==> src/hdl/assert_macros.svh <==
// Assertion macros used by the top level of the framed link sender.
`ifndef ASSERT_MACROS_SVH
`define ASSERT_MACROS_SVH

// Checks that a condition implies another in the same cycle.
`define ASSERT_IMPLIES(label, clk, rst, ante, cons) \
  label: assert property (@(posedge clk) disable iff (rst) (ante) |-> (cons)) \
    else $error("assertion failed");

// Checks that a condition implies another in the next cycle.
`define ASSERT_NEXT(label, clk, rst, ante, cons) \
  label: assert property (@(posedge clk) disable iff (rst) (ante) |=> (cons)) \
    else $error("assertion failed");

`endif

==> src/hdl/flsa_pkg.sv <==
// Package with the types, constants and CRC function of the framed link sender.
`timescale 1ns / 1ps
`default_nettype none
package flsa_pkg;

  localparam int CHUNK_BYTES_DEF = 64;
  localparam int CFG_AW = 1;
  localparam int OQ_DEPTH = 4;

  localparam logic [CFG_AW-1:0] REG_MAX_ATTEMPTS = 1'd0;
  localparam logic [CFG_AW-1:0] REG_REPLY_TIMEOUT = 1'd1;

  localparam logic [3:0] MAX_ATTEMPTS_RST = 4'd8;
  localparam logic [31:0] REPLY_TIMEOUT_RST = 32'd2500;

  localparam logic [7:0] SYNC0 = 8'h55;
  localparam logic [7:0] SYNC1 = 8'hAA;
  localparam logic [7:0] ACK_BYTE = 8'h06;
  localparam logic [7:0] HDR0 = 8'h53;
  localparam logic [7:0] HDR1 = 8'h5A;
  localparam logic [15:0] CRC_POLY = 16'h1021;
  localparam logic [15:0] CRC_INIT = 16'hFFFF;

  localparam logic [2:0] CMD_START = 3'd0;
  localparam logic [2:0] CMD_PAYLOAD = 3'd1;
  localparam logic [2:0] CMD_READY = 3'd2;
  localparam logic [2:0] CMD_REPLY = 3'd3;
  localparam logic [2:0] CMD_TICK = 3'd4;

  localparam logic [2:0] PH_IDLE = 3'd0;
  localparam logic [2:0] PH_HDR_SEND = 3'd1;
  localparam logic [2:0] PH_HDR_WAIT = 3'd2;
  localparam logic [2:0] PH_LOAD = 3'd3;
  localparam logic [2:0] PH_FRM_SEND = 3'd4;
  localparam logic [2:0] PH_REPLY_WAIT = 3'd5;
  localparam logic [2:0] PH_FINISHED = 3'd6;

  localparam logic [2:0] OUT_NONE = 3'd0;
  localparam logic [2:0] OUT_DONE = 3'd1;
  localparam logic [2:0] OUT_HDR_TIMEOUT = 3'd2;
  localparam logic [2:0] OUT_HDR_REFUSED = 3'd3;
  localparam logic [2:0] OUT_RETRIES = 3'd4;

  typedef enum logic [2:0] {
    K_START,
    K_PAYLOAD,
    K_READY,
    K_REPLY,
    K_TICK,
    K_NONE
  } item_kind_t;

  typedef struct packed {
    item_kind_t kind;
    logic [31:0] file_size;
    logic [7:0] data_byte;
  } item_t;

  typedef enum logic [6:0] {
    ST_IDLE = 7'b0000001,
    ST_HDR_SEND = 7'b0000010,
    ST_HDR_WAIT = 7'b0000100,
    ST_LOAD = 7'b0001000,
    ST_FRM_SEND = 7'b0010000,
    ST_REPLY_WAIT = 7'b0100000,
    ST_FINISHED = 7'b1000000
  } state_t;

  typedef struct packed {
    logic tx_valid;
    logic [7:0] tx_byte;
    logic frame_end;
    logic accepted;
    logic [2:0] phase;
    logic [2:0] outcome;
    logic [15:0] sequence_res;
    logic [3:0] attempt;
    logic frame_acked;
  } result_t;

  function automatic logic [15:0] crc_update(input logic [15:0] crc, input logic [7:0] b);
    logic [15:0] c;
    c = crc ^ {b, 8'h00};
    for (int i = 0; i < 8; i++) begin
      c = c[15] ? ({c[14:0], 1'b0} ^ CRC_POLY) : {c[14:0], 1'b0};
    end
    return c;
  endfunction

  function automatic logic [2:0] phase_code(input state_t st);
    logic [2:0] code;
    case (st)
      ST_IDLE: code = PH_IDLE;
      ST_HDR_SEND: code = PH_HDR_SEND;
      ST_HDR_WAIT: code = PH_HDR_WAIT;
      ST_LOAD: code = PH_LOAD;
      ST_FRM_SEND: code = PH_FRM_SEND;
      ST_REPLY_WAIT: code = PH_REPLY_WAIT;
      ST_FINISHED: code = PH_FINISHED;
      default: code = PH_IDLE;
    endcase
    return code;
  endfunction

endpackage
`default_nettype wire

==> src/hdl/flsa_ram.sv <==
// Generic single-write, single-read RAM with registered read data.
`timescale 1ns / 1ps
`default_nettype none
module flsa_ram #(
  parameter int WIDTH = 8,
  parameter int DEPTH = 64,
  localparam int AW = (DEPTH > 1) ? $clog2(DEPTH) : 1
) (
  input wire logic clk,
  input wire logic we,
  input wire logic [AW-1:0] waddr,
  input wire logic [WIDTH-1:0] wdata,
  input wire logic [AW-1:0] raddr,
  output logic [WIDTH-1:0] rdata
);
  logic [WIDTH-1:0] mem [DEPTH];

  always_ff @(posedge clk) begin
    if (we) begin
      mem[waddr] <= wdata;
    end
    rdata <= mem[raddr];
  end
endmodule
`default_nettype wire

==> src/hdl/flsa_front.sv <==
// Input queue that takes command beats and classifies them for the engine.
`timescale 1ns / 1ps
`default_nettype none
module flsa_front import flsa_pkg::*; (
  input wire logic clk,
  input wire logic rst,
  input wire logic push,
  output logic full,
  input wire logic [2:0] cmd,
  input wire logic [31:0] file_size,
  input wire logic [7:0] data_byte,
  output logic valid,
  output item_t item,
  input wire logic take
);
  item_t slots [2];
  logic wr_ptr;
  logic rd_ptr;
  logic [1:0] count;
  item_kind_t kind;
  logic do_push;
  logic do_pop;

  always_comb begin
    case (cmd)
      CMD_START: kind = K_START;
      CMD_PAYLOAD: kind = K_PAYLOAD;
      CMD_READY: kind = K_READY;
      CMD_REPLY: kind = K_REPLY;
      CMD_TICK: kind = K_TICK;
      default: kind = K_NONE;
    endcase
  end

  assign full = (count == 2'd2);
  assign valid = (count != 2'd0);
  assign item = slots[rd_ptr];
  assign do_push = push && !full;
  assign do_pop = take && valid;

  always_ff @(posedge clk) begin
    if (do_push) begin
      slots[wr_ptr] <= '{kind: kind, file_size: file_size, data_byte: data_byte};
    end
  end

  always_ff @(posedge clk) begin
    if (rst) begin
      wr_ptr <= 1'b0;
      rd_ptr <= 1'b0;
      count <= 2'd0;
    end else begin
      if (do_push) wr_ptr <= !wr_ptr;
      if (do_pop) rd_ptr <= !rd_ptr;
      count <= count + 2'(do_push) - 2'(do_pop);
    end
  end
endmodule
`default_nettype wire

==> src/hdl/flsa_outq.sv <==
// Result queue that holds finished result beats until they are popped.
`timescale 1ns / 1ps
`default_nettype none
module flsa_outq import flsa_pkg::*; #(
  parameter int DEPTH = OQ_DEPTH,
  localparam int AW = (DEPTH > 1) ? $clog2(DEPTH) : 1,
  localparam int CW = $clog2(DEPTH + 1)
) (
  input wire logic clk,
  input wire logic rst,
  input wire logic wr,
  input wire result_t wdata,
  output logic empty,
  input wire logic pop,
  output result_t rdata,
  output logic [CW-1:0] count
);
  result_t slots [DEPTH];
  logic [AW-1:0] wr_ptr;
  logic [AW-1:0] rd_ptr;
  logic do_pop;

  assign empty = (count == '0);
  assign rdata = slots[rd_ptr];
  assign do_pop = pop && !empty;

  always_ff @(posedge clk) begin
    if (wr) begin
      slots[wr_ptr] <= wdata;
    end
  end

  always_ff @(posedge clk) begin
    if (rst) begin
      wr_ptr <= '0;
      rd_ptr <= '0;
      count <= '0;
    end else begin
      if (wr) wr_ptr <= (wr_ptr == AW'(DEPTH - 1)) ? '0 : wr_ptr + 1'b1;
      if (do_pop) rd_ptr <= (rd_ptr == AW'(DEPTH - 1)) ? '0 : rd_ptr + 1'b1;
      count <= count + CW'(wr) - CW'(do_pop);
    end
  end
endmodule
`default_nettype wire

==> src/hdl/flsa_engine.sv <==
// Transfer engine: header, frame loading, frame sending, replies and retries.
`timescale 1ns / 1ps
`default_nettype none
module flsa_engine import flsa_pkg::*; #(
  parameter int CHUNK_BYTES = CHUNK_BYTES_DEF,
  localparam int AW = (CHUNK_BYTES > 1) ? $clog2(CHUNK_BYTES) : 1,
  localparam int LW = $clog2(CHUNK_BYTES + 1),
  localparam int PW = $clog2(CHUNK_BYTES + 8),
  localparam int QW = $clog2(OQ_DEPTH + 1)
) (
  input wire logic clk,
  input wire logic rst,
  input wire logic cfg_wr_en,
  input wire logic [CFG_AW-1:0] cfg_addr,
  input wire logic [31:0] cfg_wdata,
  input wire logic in_valid,
  input wire item_t item,
  output logic take,
  input wire logic [QW-1:0] oq_count,
  output logic res_wr,
  output result_t res
);
  logic [3:0] max_attempts;
  logic [31:0] reply_timeout;

  state_t st, st_next;
  logic [31:0] total_size, total_size_next;
  logic [31:0] remaining, remaining_next;
  logic [15:0] frame_seq, frame_seq_next;
  logic [LW-1:0] frame_len, frame_len_next;
  logic [LW-1:0] fill_count, fill_count_next;
  logic [PW-1:0] send_pos, send_pos_next;
  logic [15:0] crc, crc_next;
  logic [3:0] attempt_cnt, attempt_cnt_next;
  logic [1:0] reply_cnt, reply_cnt_next;
  logic reply_ok, reply_ok_next;
  logic [7:0] echo_low, echo_low_next;
  logic [31:0] wait_ticks, wait_ticks_next;
  logic [2:0] held, held_next;

  result_t s1_res;
  logic s1_use_ram;
  result_t s2_res;
  logic s2_use_ram;
  logic s2_valid;

  logic ram_we;
  logic [AW-1:0] ram_raddr;
  logic [7:0] ram_rdata;
  logic [31:0] wt_inc;
  logic expired;
  logic [31:0] rem_after;
  logic [PW-1:0] len_p;
  logic [15:0] len16;

  assign take = in_valid && ((32'(oq_count) + 32'(s2_valid)) < 32'(OQ_DEPTH));
  assign wt_inc = (wait_ticks == 32'hFFFF_FFFF) ? wait_ticks : wait_ticks + 32'd1;
  assign expired = (wt_inc >= reply_timeout);
  assign rem_after = remaining - 32'(frame_len);
  assign len_p = PW'(frame_len);
  assign len16 = 16'(frame_len);
  assign ram_we = take && (item.kind == K_PAYLOAD) && (st == ST_LOAD)
      && (fill_count < frame_len);
  assign ram_raddr = AW'(send_pos - PW'(6));

  flsa_ram #(.WIDTH(8), .DEPTH(CHUNK_BYTES)) u_store (
    .clk(clk),
    .we(ram_we),
    .waddr(AW'(fill_count)),
    .wdata(item.data_byte),
    .raddr(ram_raddr),
    .rdata(ram_rdata)
  );

  always_comb begin
    st_next = st;
    total_size_next = total_size;
    remaining_next = remaining;
    frame_seq_next = frame_seq;
    frame_len_next = frame_len;
    fill_count_next = fill_count;
    send_pos_next = send_pos;
    crc_next = crc;
    attempt_cnt_next = attempt_cnt;
    reply_cnt_next = reply_cnt;
    reply_ok_next = reply_ok;
    echo_low_next = echo_low;
    wait_ticks_next = wait_ticks;
    held_next = held;
    s1_res = '0;
    s1_use_ram = 1'b0;

    case (item.kind)
      K_START: begin
        if (st == ST_IDLE || st == ST_FINISHED) begin
          total_size_next = item.file_size;
          remaining_next = item.file_size;
          frame_seq_next = '0;
          attempt_cnt_next = '0;
          send_pos_next = '0;
          held_next = OUT_NONE;
          st_next = ST_HDR_SEND;
        end
      end
      K_PAYLOAD: begin
        if (ram_we) begin
          crc_next = crc_update(crc, item.data_byte);
          fill_count_next = fill_count + 1'b1;
          s1_res.accepted = 1'b1;
          if (fill_count + 1'b1 >= frame_len) begin
            send_pos_next = '0;
            st_next = ST_FRM_SEND;
          end
        end
      end
      K_READY: begin
        if (st == ST_HDR_SEND) begin
          s1_res.tx_valid = 1'b1;
          if (send_pos == PW'(0)) s1_res.tx_byte = HDR0;
          else if (send_pos == PW'(1)) s1_res.tx_byte = HDR1;
          else if (send_pos == PW'(2)) s1_res.tx_byte = total_size[7:0];
          else if (send_pos == PW'(3)) s1_res.tx_byte = total_size[15:8];
          else if (send_pos == PW'(4)) s1_res.tx_byte = total_size[23:16];
          else s1_res.tx_byte = total_size[31:24];
          if (send_pos >= PW'(5)) begin
            s1_res.frame_end = 1'b1;
            wait_ticks_next = '0;
            st_next = ST_HDR_WAIT;
          end else begin
            send_pos_next = send_pos + 1'b1;
          end
        end else if (st == ST_FRM_SEND) begin
          s1_res.tx_valid = 1'b1;
          if (send_pos == PW'(0)) s1_res.tx_byte = SYNC0;
          else if (send_pos == PW'(1)) s1_res.tx_byte = SYNC1;
          else if (send_pos == PW'(2)) s1_res.tx_byte = frame_seq[7:0];
          else if (send_pos == PW'(3)) s1_res.tx_byte = frame_seq[15:8];
          else if (send_pos == PW'(4)) s1_res.tx_byte = len16[7:0];
          else if (send_pos == PW'(5)) s1_res.tx_byte = len16[15:8];
          else if (send_pos < len_p + PW'(6)) s1_use_ram = 1'b1;
          else if (send_pos == len_p + PW'(6)) s1_res.tx_byte = crc[7:0];
          else s1_res.tx_byte = crc[15:8];
          if (send_pos >= len_p + PW'(7)) begin
            s1_res.frame_end = 1'b1;
            if (attempt_cnt != 4'hF) attempt_cnt_next = attempt_cnt + 1'b1;
            reply_cnt_next = '0;
            reply_ok_next = 1'b0;
            wait_ticks_next = '0;
            st_next = ST_REPLY_WAIT;
          end else begin
            send_pos_next = send_pos + 1'b1;
          end
        end
      end
      K_REPLY: begin
        if (st == ST_HDR_WAIT) begin
          if (item.data_byte == ACK_BYTE) begin
            if (remaining == '0) begin
              st_next = ST_FINISHED;
              held_next = OUT_DONE;
            end else begin
              frame_len_next = (remaining > 32'(CHUNK_BYTES)) ? LW'(CHUNK_BYTES)
                  : LW'(remaining);
              fill_count_next = '0;
              crc_next = CRC_INIT;
              attempt_cnt_next = '0;
              st_next = ST_LOAD;
            end
          end else begin
            st_next = ST_FINISHED;
            held_next = OUT_HDR_REFUSED;
          end
        end else if (st == ST_REPLY_WAIT) begin
          if (reply_cnt == 2'd0) begin
            reply_ok_next = (item.data_byte == ACK_BYTE);
            reply_cnt_next = 2'd1;
          end else if (reply_cnt == 2'd1) begin
            echo_low_next = item.data_byte;
            reply_cnt_next = 2'd2;
          end else begin
            reply_cnt_next = 2'd0;
            if (reply_ok && ({item.data_byte, echo_low} == frame_seq)) begin
              s1_res.frame_acked = 1'b1;
              remaining_next = rem_after;
              frame_seq_next = frame_seq + 16'd1;
              if (rem_after == '0) begin
                st_next = ST_FINISHED;
                held_next = OUT_DONE;
              end else begin
                frame_len_next = (rem_after > 32'(CHUNK_BYTES)) ? LW'(CHUNK_BYTES)
                    : LW'(rem_after);
                fill_count_next = '0;
                crc_next = CRC_INIT;
                attempt_cnt_next = '0;
                st_next = ST_LOAD;
              end
            end else if (attempt_cnt >= max_attempts) begin
              st_next = ST_FINISHED;
              held_next = OUT_RETRIES;
            end else begin
              send_pos_next = '0;
              st_next = ST_FRM_SEND;
            end
          end
        end
      end
      K_TICK: begin
        if (st == ST_HDR_WAIT) begin
          wait_ticks_next = wt_inc;
          if (expired) begin
            st_next = ST_FINISHED;
            held_next = OUT_HDR_TIMEOUT;
          end
        end else if (st == ST_REPLY_WAIT) begin
          wait_ticks_next = wt_inc;
          if (expired) begin
            reply_cnt_next = '0;
            if (attempt_cnt >= max_attempts) begin
              st_next = ST_FINISHED;
              held_next = OUT_RETRIES;
            end else begin
              send_pos_next = '0;
              st_next = ST_FRM_SEND;
            end
          end
        end
      end
      default: begin
      end
    endcase

    s1_res.phase = phase_code(st_next);
    s1_res.outcome = (st_next == ST_FINISHED) ? held_next : OUT_NONE;
    s1_res.sequence_res = s1_res.frame_acked ? frame_seq : frame_seq_next;
    s1_res.attempt = s1_res.frame_acked ? attempt_cnt : attempt_cnt_next;
  end

  always_ff @(posedge clk) begin
    if (rst) begin
      max_attempts <= MAX_ATTEMPTS_RST;
      reply_timeout <= REPLY_TIMEOUT_RST;
    end else if (cfg_wr_en) begin
      case (cfg_addr)
        REG_MAX_ATTEMPTS: max_attempts <= cfg_wdata[3:0];
        REG_REPLY_TIMEOUT: reply_timeout <= cfg_wdata;
        default: begin
        end
      endcase
    end
  end

  always_ff @(posedge clk) begin
    if (rst) begin
      st <= ST_IDLE;
      total_size <= '0;
      remaining <= '0;
      frame_seq <= '0;
      frame_len <= '0;
      fill_count <= '0;
      send_pos <= '0;
      crc <= CRC_INIT;
      attempt_cnt <= '0;
      reply_cnt <= '0;
      reply_ok <= 1'b0;
      echo_low <= '0;
      wait_ticks <= '0;
      held <= OUT_NONE;
      s2_valid <= 1'b0;
    end else begin
      s2_valid <= take;
      if (take) begin
        st <= st_next;
        total_size <= total_size_next;
        remaining <= remaining_next;
        frame_seq <= frame_seq_next;
        frame_len <= frame_len_next;
        fill_count <= fill_count_next;
        send_pos <= send_pos_next;
        crc <= crc_next;
        attempt_cnt <= attempt_cnt_next;
        reply_cnt <= reply_cnt_next;
        reply_ok <= reply_ok_next;
        echo_low <= echo_low_next;
        wait_ticks <= wait_ticks_next;
        held <= held_next;
      end
    end
  end

  always_ff @(posedge clk) begin
    if (take) begin
      s2_res <= s1_res;
      s2_use_ram <= s1_use_ram;
    end
  end

  always_comb begin
    res = s2_res;
    if (s2_use_ram) res.tx_byte = ram_rdata;
  end
  assign res_wr = s2_valid;
endmodule
`default_nettype wire

==> src/hdl/framed_link_sender_arq.sv <==
// Top level of the stop-and-wait framed link sender.
`timescale 1ns / 1ps
`default_nettype none
`include "assert_macros.svh"
// Every command beat (start, payload byte, link ready, reply byte, tick) yields exactly one
// result beat. The block takes one command beat per clock cycle for as long as results are
// popped; a result passes through the input queue and then the transfer engine's output
// register, which the registered read of the payload RAM runs alongside, and then it waits
// in a four-entry result queue. Configuration writes take effect at once.
module framed_link_sender_arq import flsa_pkg::*; #(
  parameter int CHUNK_BYTES = CHUNK_BYTES_DEF,
  localparam int QW = $clog2(OQ_DEPTH + 1)
) (
  input wire logic clk,
  input wire logic rst,
  input wire logic cfg_wr_en,
  input wire logic [CFG_AW-1:0] cfg_addr,
  input wire logic [31:0] cfg_wdata,
  input wire logic push,
  output logic full,
  input wire logic [2:0] cmd,
  input wire logic [31:0] file_size,
  input wire logic [7:0] data_byte,
  output logic empty,
  input wire logic pop,
  output logic tx_valid,
  output logic [7:0] tx_byte,
  output logic frame_end,
  output logic accepted,
  output logic [2:0] phase,
  output logic [2:0] outcome,
  output logic [15:0] sequence_res,
  output logic [3:0] attempt,
  output logic frame_acked
);
  logic fr_valid;
  item_t fr_item;
  logic take;
  logic [QW-1:0] oq_count;
  logic res_wr;
  result_t res;
  result_t head;

  flsa_front u_front (
    .clk(clk),
    .rst(rst),
    .push(push),
    .full(full),
    .cmd(cmd),
    .file_size(file_size),
    .data_byte(data_byte),
    .valid(fr_valid),
    .item(fr_item),
    .take(take)
  );

  flsa_engine #(.CHUNK_BYTES(CHUNK_BYTES)) u_engine (
    .clk(clk),
    .rst(rst),
    .cfg_wr_en(cfg_wr_en),
    .cfg_addr(cfg_addr),
    .cfg_wdata(cfg_wdata),
    .in_valid(fr_valid),
    .item(fr_item),
    .take(take),
    .oq_count(oq_count),
    .res_wr(res_wr),
    .res(res)
  );

  flsa_outq #(.DEPTH(OQ_DEPTH)) u_outq (
    .clk(clk),
    .rst(rst),
    .wr(res_wr),
    .wdata(res),
    .empty(empty),
    .pop(pop),
    .rdata(head),
    .count(oq_count)
  );

  assign tx_valid = head.tx_valid;
  assign tx_byte = head.tx_byte;
  assign frame_end = head.frame_end;
  assign accepted = head.accepted;
  assign phase = head.phase;
  assign outcome = head.outcome;
  assign sequence_res = head.sequence_res;
  assign attempt = head.attempt;
  assign frame_acked = head.frame_acked;

  `ASSERT_IMPLIES(a_outcome_finished, clk, rst, !empty && outcome != OUT_NONE,
      phase == PH_FINISHED)
  `ASSERT_IMPLIES(a_idle_tx_zero, clk, rst, !empty && !tx_valid,
      tx_byte == 8'h00 && frame_end == 1'b0)
  `ASSERT_IMPLIES(a_ack_moves_on, clk, rst, !empty && frame_acked,
      phase == PH_LOAD || phase == PH_FINISHED)
  `ASSERT_NEXT(a_result_follows, clk, rst, take, res_wr)
endmodule
`default_nettype wire
==> config.mk <==
export PLATFORM = sky130hd
export DESIGN_NAME = framed_link_sender_arq
export DESIGN_NICKNAME = d
export VERILOG_FILES = /design/src/hdl/flsa_pkg.sv /design/src/hdl/flsa_ram.sv /design/src/hdl/flsa_front.sv /design/src/hdl/flsa_outq.sv /design/src/hdl/flsa_engine.sv /design/src/hdl/framed_link_sender_arq.sv
export VERILOG_INCLUDE_DIRS = /design/src /design/src/hdl
export SDC_FILE = /design/constraint.sdc
export NUM_CORES = 2
export LEC_CHECK = 0
export ABC_AREA = 1
export BUFFER_PORTS_ARGS = -buffer_cell sky130_fd_sc_hd__buf_4
export CORE_UTILIZATION = 55
export CTS_BUF_LIST = sky130_fd_sc_hd__clkbuf_8
export CTS_CLUSTER_SIZE = 30
export DETAILED_ROUTE_END_ITERATION = 6
export GPL_TIMING_DRIVEN = 0
export PLACE_DENSITY = 0.71
export SLEW_MARGIN = 10
export SYNTH_ARGS = -nofsm -noshare
export SYNTH_HDL_FRONTEND = slang
export SYNTH_HIERARCHICAL = 1
export SYNTH_SLANG_ARGS = --single-unit
==> constraint.sdc <==
create_clock -name clk -period 4.2 [get_ports clk]
set_clock_uncertainty 0.05 [all_clocks]
set_input_delay 0.84 -clock clk [delete_from_list [all_inputs] [get_ports clk]]
set_output_delay 0.84 -clock clk [all_outputs]
set_load 0.05 [all_outputs]
# --- Word level (Yosys, flattened, before mapping) ---
# Memories as Yosys holds them, arrays and structs flattened. A register that Yosys moved wholly into a read port is not among the register bits.
# Index checks and enable logic that the tools add are counted.
totals:
  ram_bits: 750
  latch_bits: 0
  mem_bits_ro: 0
  output_inout_bits: 40
  ff_bits: 261
  n_memories: 3
mem_list:
  columns: ["memory", "words", "word_bits", "read_ports", "rd_clocked_by_memory_dff", "wr", "line_no", "rtl"]
  rows:
  - ["u_engine.u_store.mem", 64, 8, 1, 1, 1, "flsa_ram.sv:16", "logic [WIDTH-1:0] mem [DEPTH];"]
  - ["u_outq.slots", 4, 38, 1, 1, 1, "flsa_outq.sv:18", "result_t slots [DEPTH];"]
  - ["u_front.slots", 2, 43, 1, 1, 1, "flsa_front.sv:16", "item_t slots [2];"]
classes:
  n_mux: 186
  add_sub_neg: 16
  eq_ne: 69
  order_cmp: 10
  multipliers: 0
  div_mod_pow: 0
  shift: 0
  reduce_logical: 41
  bitwise: 14
ops:
  columns: ["operator", "n"]
  rows:
  - ["32-bit 2-to-1 mux", 13]
  - ["7-bit 2-to-1 mux", 55]
  - ["16-bit 2-to-1 mux", 16]
  - ["32-bit case mux with 2 select lines", 2]
  - ["8-bit 2-to-1 mux", 14]
  - ["13-bit 2-to-1 mux", 8]
  - ["7-bit case mux with 5 select lines", 2]
  - ["32-bit by 7-bit greater-than comparator with 1-bit output (second input constant)", 2]
  - ["32-bit logical NOT", 2]
  - ["16-bit case mux with 2 select lines", 2]
  - ["4-bit 2-to-1 mux", 14]
  - ["3-bit 2-to-1 mux", 14]
  - ["32-bit by 1-bit adder with 32-bit output (second input constant)", 1]
  - ["32-bit equality test (second input constant)", 1]
  - ["32-bit >= comparator", 1]
  - ["32-bit by 3-bit less-than comparator with 1-bit output (second input constant)", 1]
  - ["32-bit by 7-bit subtractor with 32-bit output", 1]
  - ["7-bit by 2-bit equality test with 1-bit output (second input constant)", 4]
  - ["7-bit by 3-bit equality test with 1-bit output (second input constant)", 4]
  - ["2-bit 2-to-1 mux", 14]
  - ["2-bit by 1-bit inequality test with 1-bit output (second input constant)", 12]
  - ["3-bit inverter", 8]
  - ["1-bit 2-to-1 mux", 23]
  - ["10-bit 2-to-1 mux", 2]
  - ["59 further kinds", 120]

# --- Depth between registers and ports, before layout ---
depth:
  ltp_word: 19
  mapped_depth: 32
  ltp_nobuf: 32

# --- Modules after synthesis ---
# Netlist, hierarchy kept.
modules_own_cells:
  columns: ["mod", "n_inst", "area_each_um2", "cells_each"]
  rows:
  - ["flsa_ram", 1, 21291.7, 1822]
  - ["flsa_engine", 1, 16972.5, 2499]
  - ["flsa_outq", 1, 6127.1, 431]
  - ["flsa_front", 1, 3578.4, 177]

# --- Least setup slack after synthesis ---
# No wires, ideal clock.
synth_timing:
  path_type: "reg-to-reg"
  start: "register u_engine.wait_ticks[0]"
  end: "register u_engine.s2_res, in the netlist u_engine/res[26], data pin"
  setup_time_ps: 252
  t_required_ps: 3898
  setup_slack_ps: 229
  stages_incl_launch_ff: 28
  arrival_time_ps: 3668
  cell_sequence: "dfxtp_1 > ha_1 > nand2_1 > nor2_1 > nand2_1 > nor2_1 > nand3_1 > nor2_1 > nand3_1 > nand4_1 > nor2_1 > nand3_1 > nor2_1 > xor2_1 > ha_1 > a21oi_1 > o21ai_0 > or2_2 > a21oi_1 > nand3_1 > nand3_1 > a21oi_1 > o21ai_0 > nand3_2 > nand2_1 > o21ai_0 > nand2_1 > nand2_1"
synth_rtl:
  columns: ["item", "line_no", "rtl"]
  rows:
  - ["start, declared", "flsa_engine.sv:38", "logic [31:0] wait_ticks, wait_ticks_next;"]
  - ["start signal, assigned", "flsa_engine.sv:284", "wait_ticks <= wait_ticks_next;"]
  - ["end signal, assigned", "flsa_engine.sv:292", "s2_res <= s1_res;"]
  - ["end, declared", "flsa_engine.sv:43", "result_t s2_res;"]

==> metrics.yaml <==
r2r_start: "u_engine/wait_ticks[4]$_SDFFE_PP0P_"
wl_per_cell_um: 22.6
antenna_found_initial: 2
start_util_pct: 55.9
cts_buffers: 165
drtIter0Drc: 4438
fin_ws_ps: -157
syn_area_mm2: 0.0480
outcome: "finished with violations"
start_kind: "flip-flop"
ios: 121
max_freq_mhz: 230
final_cell_mix: "nand2_1 (1132), edfxtp_1 (789), nand3_1 (544)"
grt_max_degree: 70
worst_pin_slew_ps: 1120
worst_hold_path.endpoint: "u_front/slots[0][26]$_DFFE_PP_"
clk_latency_ps: 840
syn_avg_cell_area_um2: 9.73
rr_worst_depth: 23
vias: 38900
ctsHtreeMaxLevel: 4
first_pass_iters: 6
hold_viol: 0
die_x_um: 297
cts_num_sinks: 1022
fin_util_pct: 64.5
syn-num-nets: 5105
cp.arrival_ps: 4880
yosys.cell_types.count: 70
drtAntennaViolNets: 0
core_region_area_mm2: 0.0858
clk_pin_slew_worst_paths_ps: 60
synthArstFlopShare_pct: 0
ys_seq_elements: 1022
path_cells: "inv_2 > nor4_4 > nand4_1 > nor3_2 > nand4_1 > nor2_2 > nand3_2 > nor2_2 > xor2_1 > ha_1 > a21oi_1 > o21ai_1 > or2_4 > a21oi_4 > nand3_4 > nand3_4 > a21oi_1 > o21ai_0 > nand3_2 > nand2_1 > inv_2 > nand2_4 > o21ai_4"
multi_input_area_mm2: 0.0177
cp_slowest_cell: "dfxtp_4"
hp-class: "input pin to flip-flop"
cap_violations: 0
die_area_mm2: 0.0884
setup-violations-final: 10
drc: 0
port_buffers: 120
yosysSeqAreaShare_pct: 59.1
max-vdd-ir-drop_mv: 0.386
synth-main-ff-cell: "edfxtp_1"
synth_edf_count: 789
drv_slew: 0
drt-total-wl_um: 149000
yosys_warnings: 6
synth.area.top_cells: "edfxtp_1 (49%), dfxtp_1 (9.7%), nand2_1 (9.1%), nand3_1 (5.8%), o21ai_0 (3.2%)"
syn_inst: 4929
syn2layout_area_growth_pct: 15.4
path_max_fanout: 5
rr_endpoint: "u_engine/res[25]$_DFFE_PP_"
required_ps: 4720
final_common_cell: "nand2_1"
cp_slowest_stage_delay_ps: 380
violations: "setup timing"
power_leakage_nw: 21.8
cts_tree: "built"
synth_top_area_share_pct: 49.4
num_rows: 107
cts_buffer_depth: 3
finalCritPeriodShare_pct: 104
grt_pass1_wl_um: 217000
p_total_mw: 31.7
regArea_mm2: 0.0284
die_y_um: 297
fillCellCount: 6902
max_slew_margin_pct: 24.7
grt_overflow: 0
yosysTopAreaCell: "edfxtp_1"
grt_use_total_pct: 32.5
grt_pass1_vias: 36300
power_density_mw_per_mm2: 573
drive_above_1_share_pct: 15.7
nNetsFinal: 5469
min_delay_path_depth: 1
gp_congestion: 1.01
cts-root-buf: "clkbuf_8"
min_from: "file_size[18]"
rsz0062_at_grt: "yes"
vias_per_cell: 5.93
dp.final_hpwl_um: 101000
crit_type: "flip-flop to flip-flop"
layout_min_cycle_time_ps: 4360
end_kind: "flip-flop"
ff2ff_setup_slack_ps: -160
## report_power, final
| group | switching (mW) | internal [mW] | total, mW |
|---|---|---|---|
| sequential | 0.502 | 12.4 | 12.9 |
| combinational | 7.65 | 3.12 | 10.8 |
| clock | 3.99 | 4.07 | 8.07 |
| total | 12.1 | 19.6 | 31.7 |
## cell families (layout without fill, tap and decap cells)
logic type / Yosys count / count (layout) / share of synthesized area (%)
compound gates: 735 / 735 / 8.71
xor+xnor: 78 / 78 / 1.42
fa+ha+maj: 95 / 95 / 2.51
flops: 1022 / 1022 / 59.1
other cells: 0 / 3 / 0
mux: 51 / 55 / 1.51
simple gates: 2288 / 2288 / 20.3
buf+inv: 660 / 1149 / 6.43
## Yosys cell counts, types with 22 or more instances
cell type and n:
a21oi_1 222, a22oi_1 22, a31oi_1 22, buf_2 69, buf_4 43, buf_6 31
clkbuf_1 89, dfxtp_1 233, edfxtp_1 789, ha_1 93, inv_1 381, mux2_4 40
nand2_1 1158, nand3_1 558, nand4_1 52, nor2_1 405, nor3_1 59, o211ai_1 28
o21ai_0 305, o22ai_1 52, xnor2_1 29, xor2_1 49
## routing by layer
layer / vias to the layer above / global-route usage (%) / part of all wire [%] / routed length (um)
met2: 2182 / 51.0 / 46 / 68600
met3: 387 / 6.92 / 10 / 15200
li1: 17800 / - / - / -
met4: 0 / 14.5 / 4.4 / 6500
met1: 18600 / 43.6 / 39 / 58400
met5: - / 0 / 0 / 0
## sequential cells by signal (all words and copies together) (netlist names), 3 cells and up, named ones only
signal                  cells
u_engine/u_store/mem      512
u_outq/slots              152
u_front/slots              86
u_engine/remaining         32
u_engine/reply_timeout     32
u_engine/total_size        32
u_engine/wait_ticks        32
u_engine/res               30
u_engine/crc               16
u_engine/frame_seq         16
u_engine/echo_low           8
u_engine/s2_res             8
u_engine/u_store/rdata      8
u_engine/fill_count         7
u_engine/frame_len          7
u_engine/send_pos           7
u_engine/st                 7
u_engine/attempt_cnt        4
u_engine/max_attempts       4
u_engine/held               3
u_outq/count                3
## worst max-delay path: cells and delay by family (launching register included)
family / cells / cell delay, ps
adders and majority gates: 1 / 290
and+or+nand+nor: 13 / 2370
buffers and inverters: 2 / 120
xor gates and xnor gates: 1 / 200
DFF: 1 / 380
AOI/OAI and AO/OA: 6 / 700
## cell type report
type	instances	share of cell area, %
Timing Repair Buffer	194	3.03
Clock buffer	176	4.38
Sequential cell	1022	51.3
Tap cell	1144	2.59
Antenna cell	3	0.0136
Buffer	261	2.87
Multi-Input combinational cell	3251	32.0
Clock inverter	120	1.15
Inverter	398	2.71
## metrics by stage
step | area (um^2) | setup WS, ps | setup TNS [ps] | instances | hold slack (ps)
6_report | 55400 | -157 | -995 | 6569 | 133
5_1_grt | 55300 | -382 | -3670 | 6568 | 81.1
4_1_cts | 54800 | -101 | -452 | 6543 | 51.8
3_5_place_dp | 50500 | -1390 | -202290 | 6202 | 390
3_3_place_gp | 50300 | -1390 | -251070 | 6193 | 385
2_1_floorplan | 48000 | 229 | 0 | 4929 | 375
## worst max-delay path by stage
stage,start,end,slack (ps),depth (start not counted)
after floorplan,u_engine/wait_ticks[0]$_SDFFE_PP0P_,u_engine/res[26]$_DFFE_PP_,230,27
after global placement,u_engine/wait_ticks[0]$_SDFFE_PP0P_,u_engine/res[22]$_SDFFCE_PP0P_,-1390,27
after detailed placement,u_engine/wait_ticks[0]$_SDFFE_PP0P_,u_engine/res[22]$_SDFFCE_PP0P_,-1390,27
after CTS,u_engine/wait_ticks[1]$_SDFFE_PP0P_,u_engine/res[22]$_SDFFCE_PP0P_,-100,27
after global routing,u_engine/wait_ticks[14]$_SDFFE_PP0P_,u_engine/send_pos[4]$_SDFFE_PP0P_,-380,26
final,u_engine/wait_ticks[4]$_SDFFE_PP0P_,u_engine/res[25]$_DFFE_PP_,-160,23
## repair_timing
action	CTS	global route
pin swaps	52	60
buffers inserted	45	20
hold buffers	0	0
cloned	0	4
gates resized for setup	208	80
endpoints found under the setup margin	546	246
(Power assumes the default switching activity.)
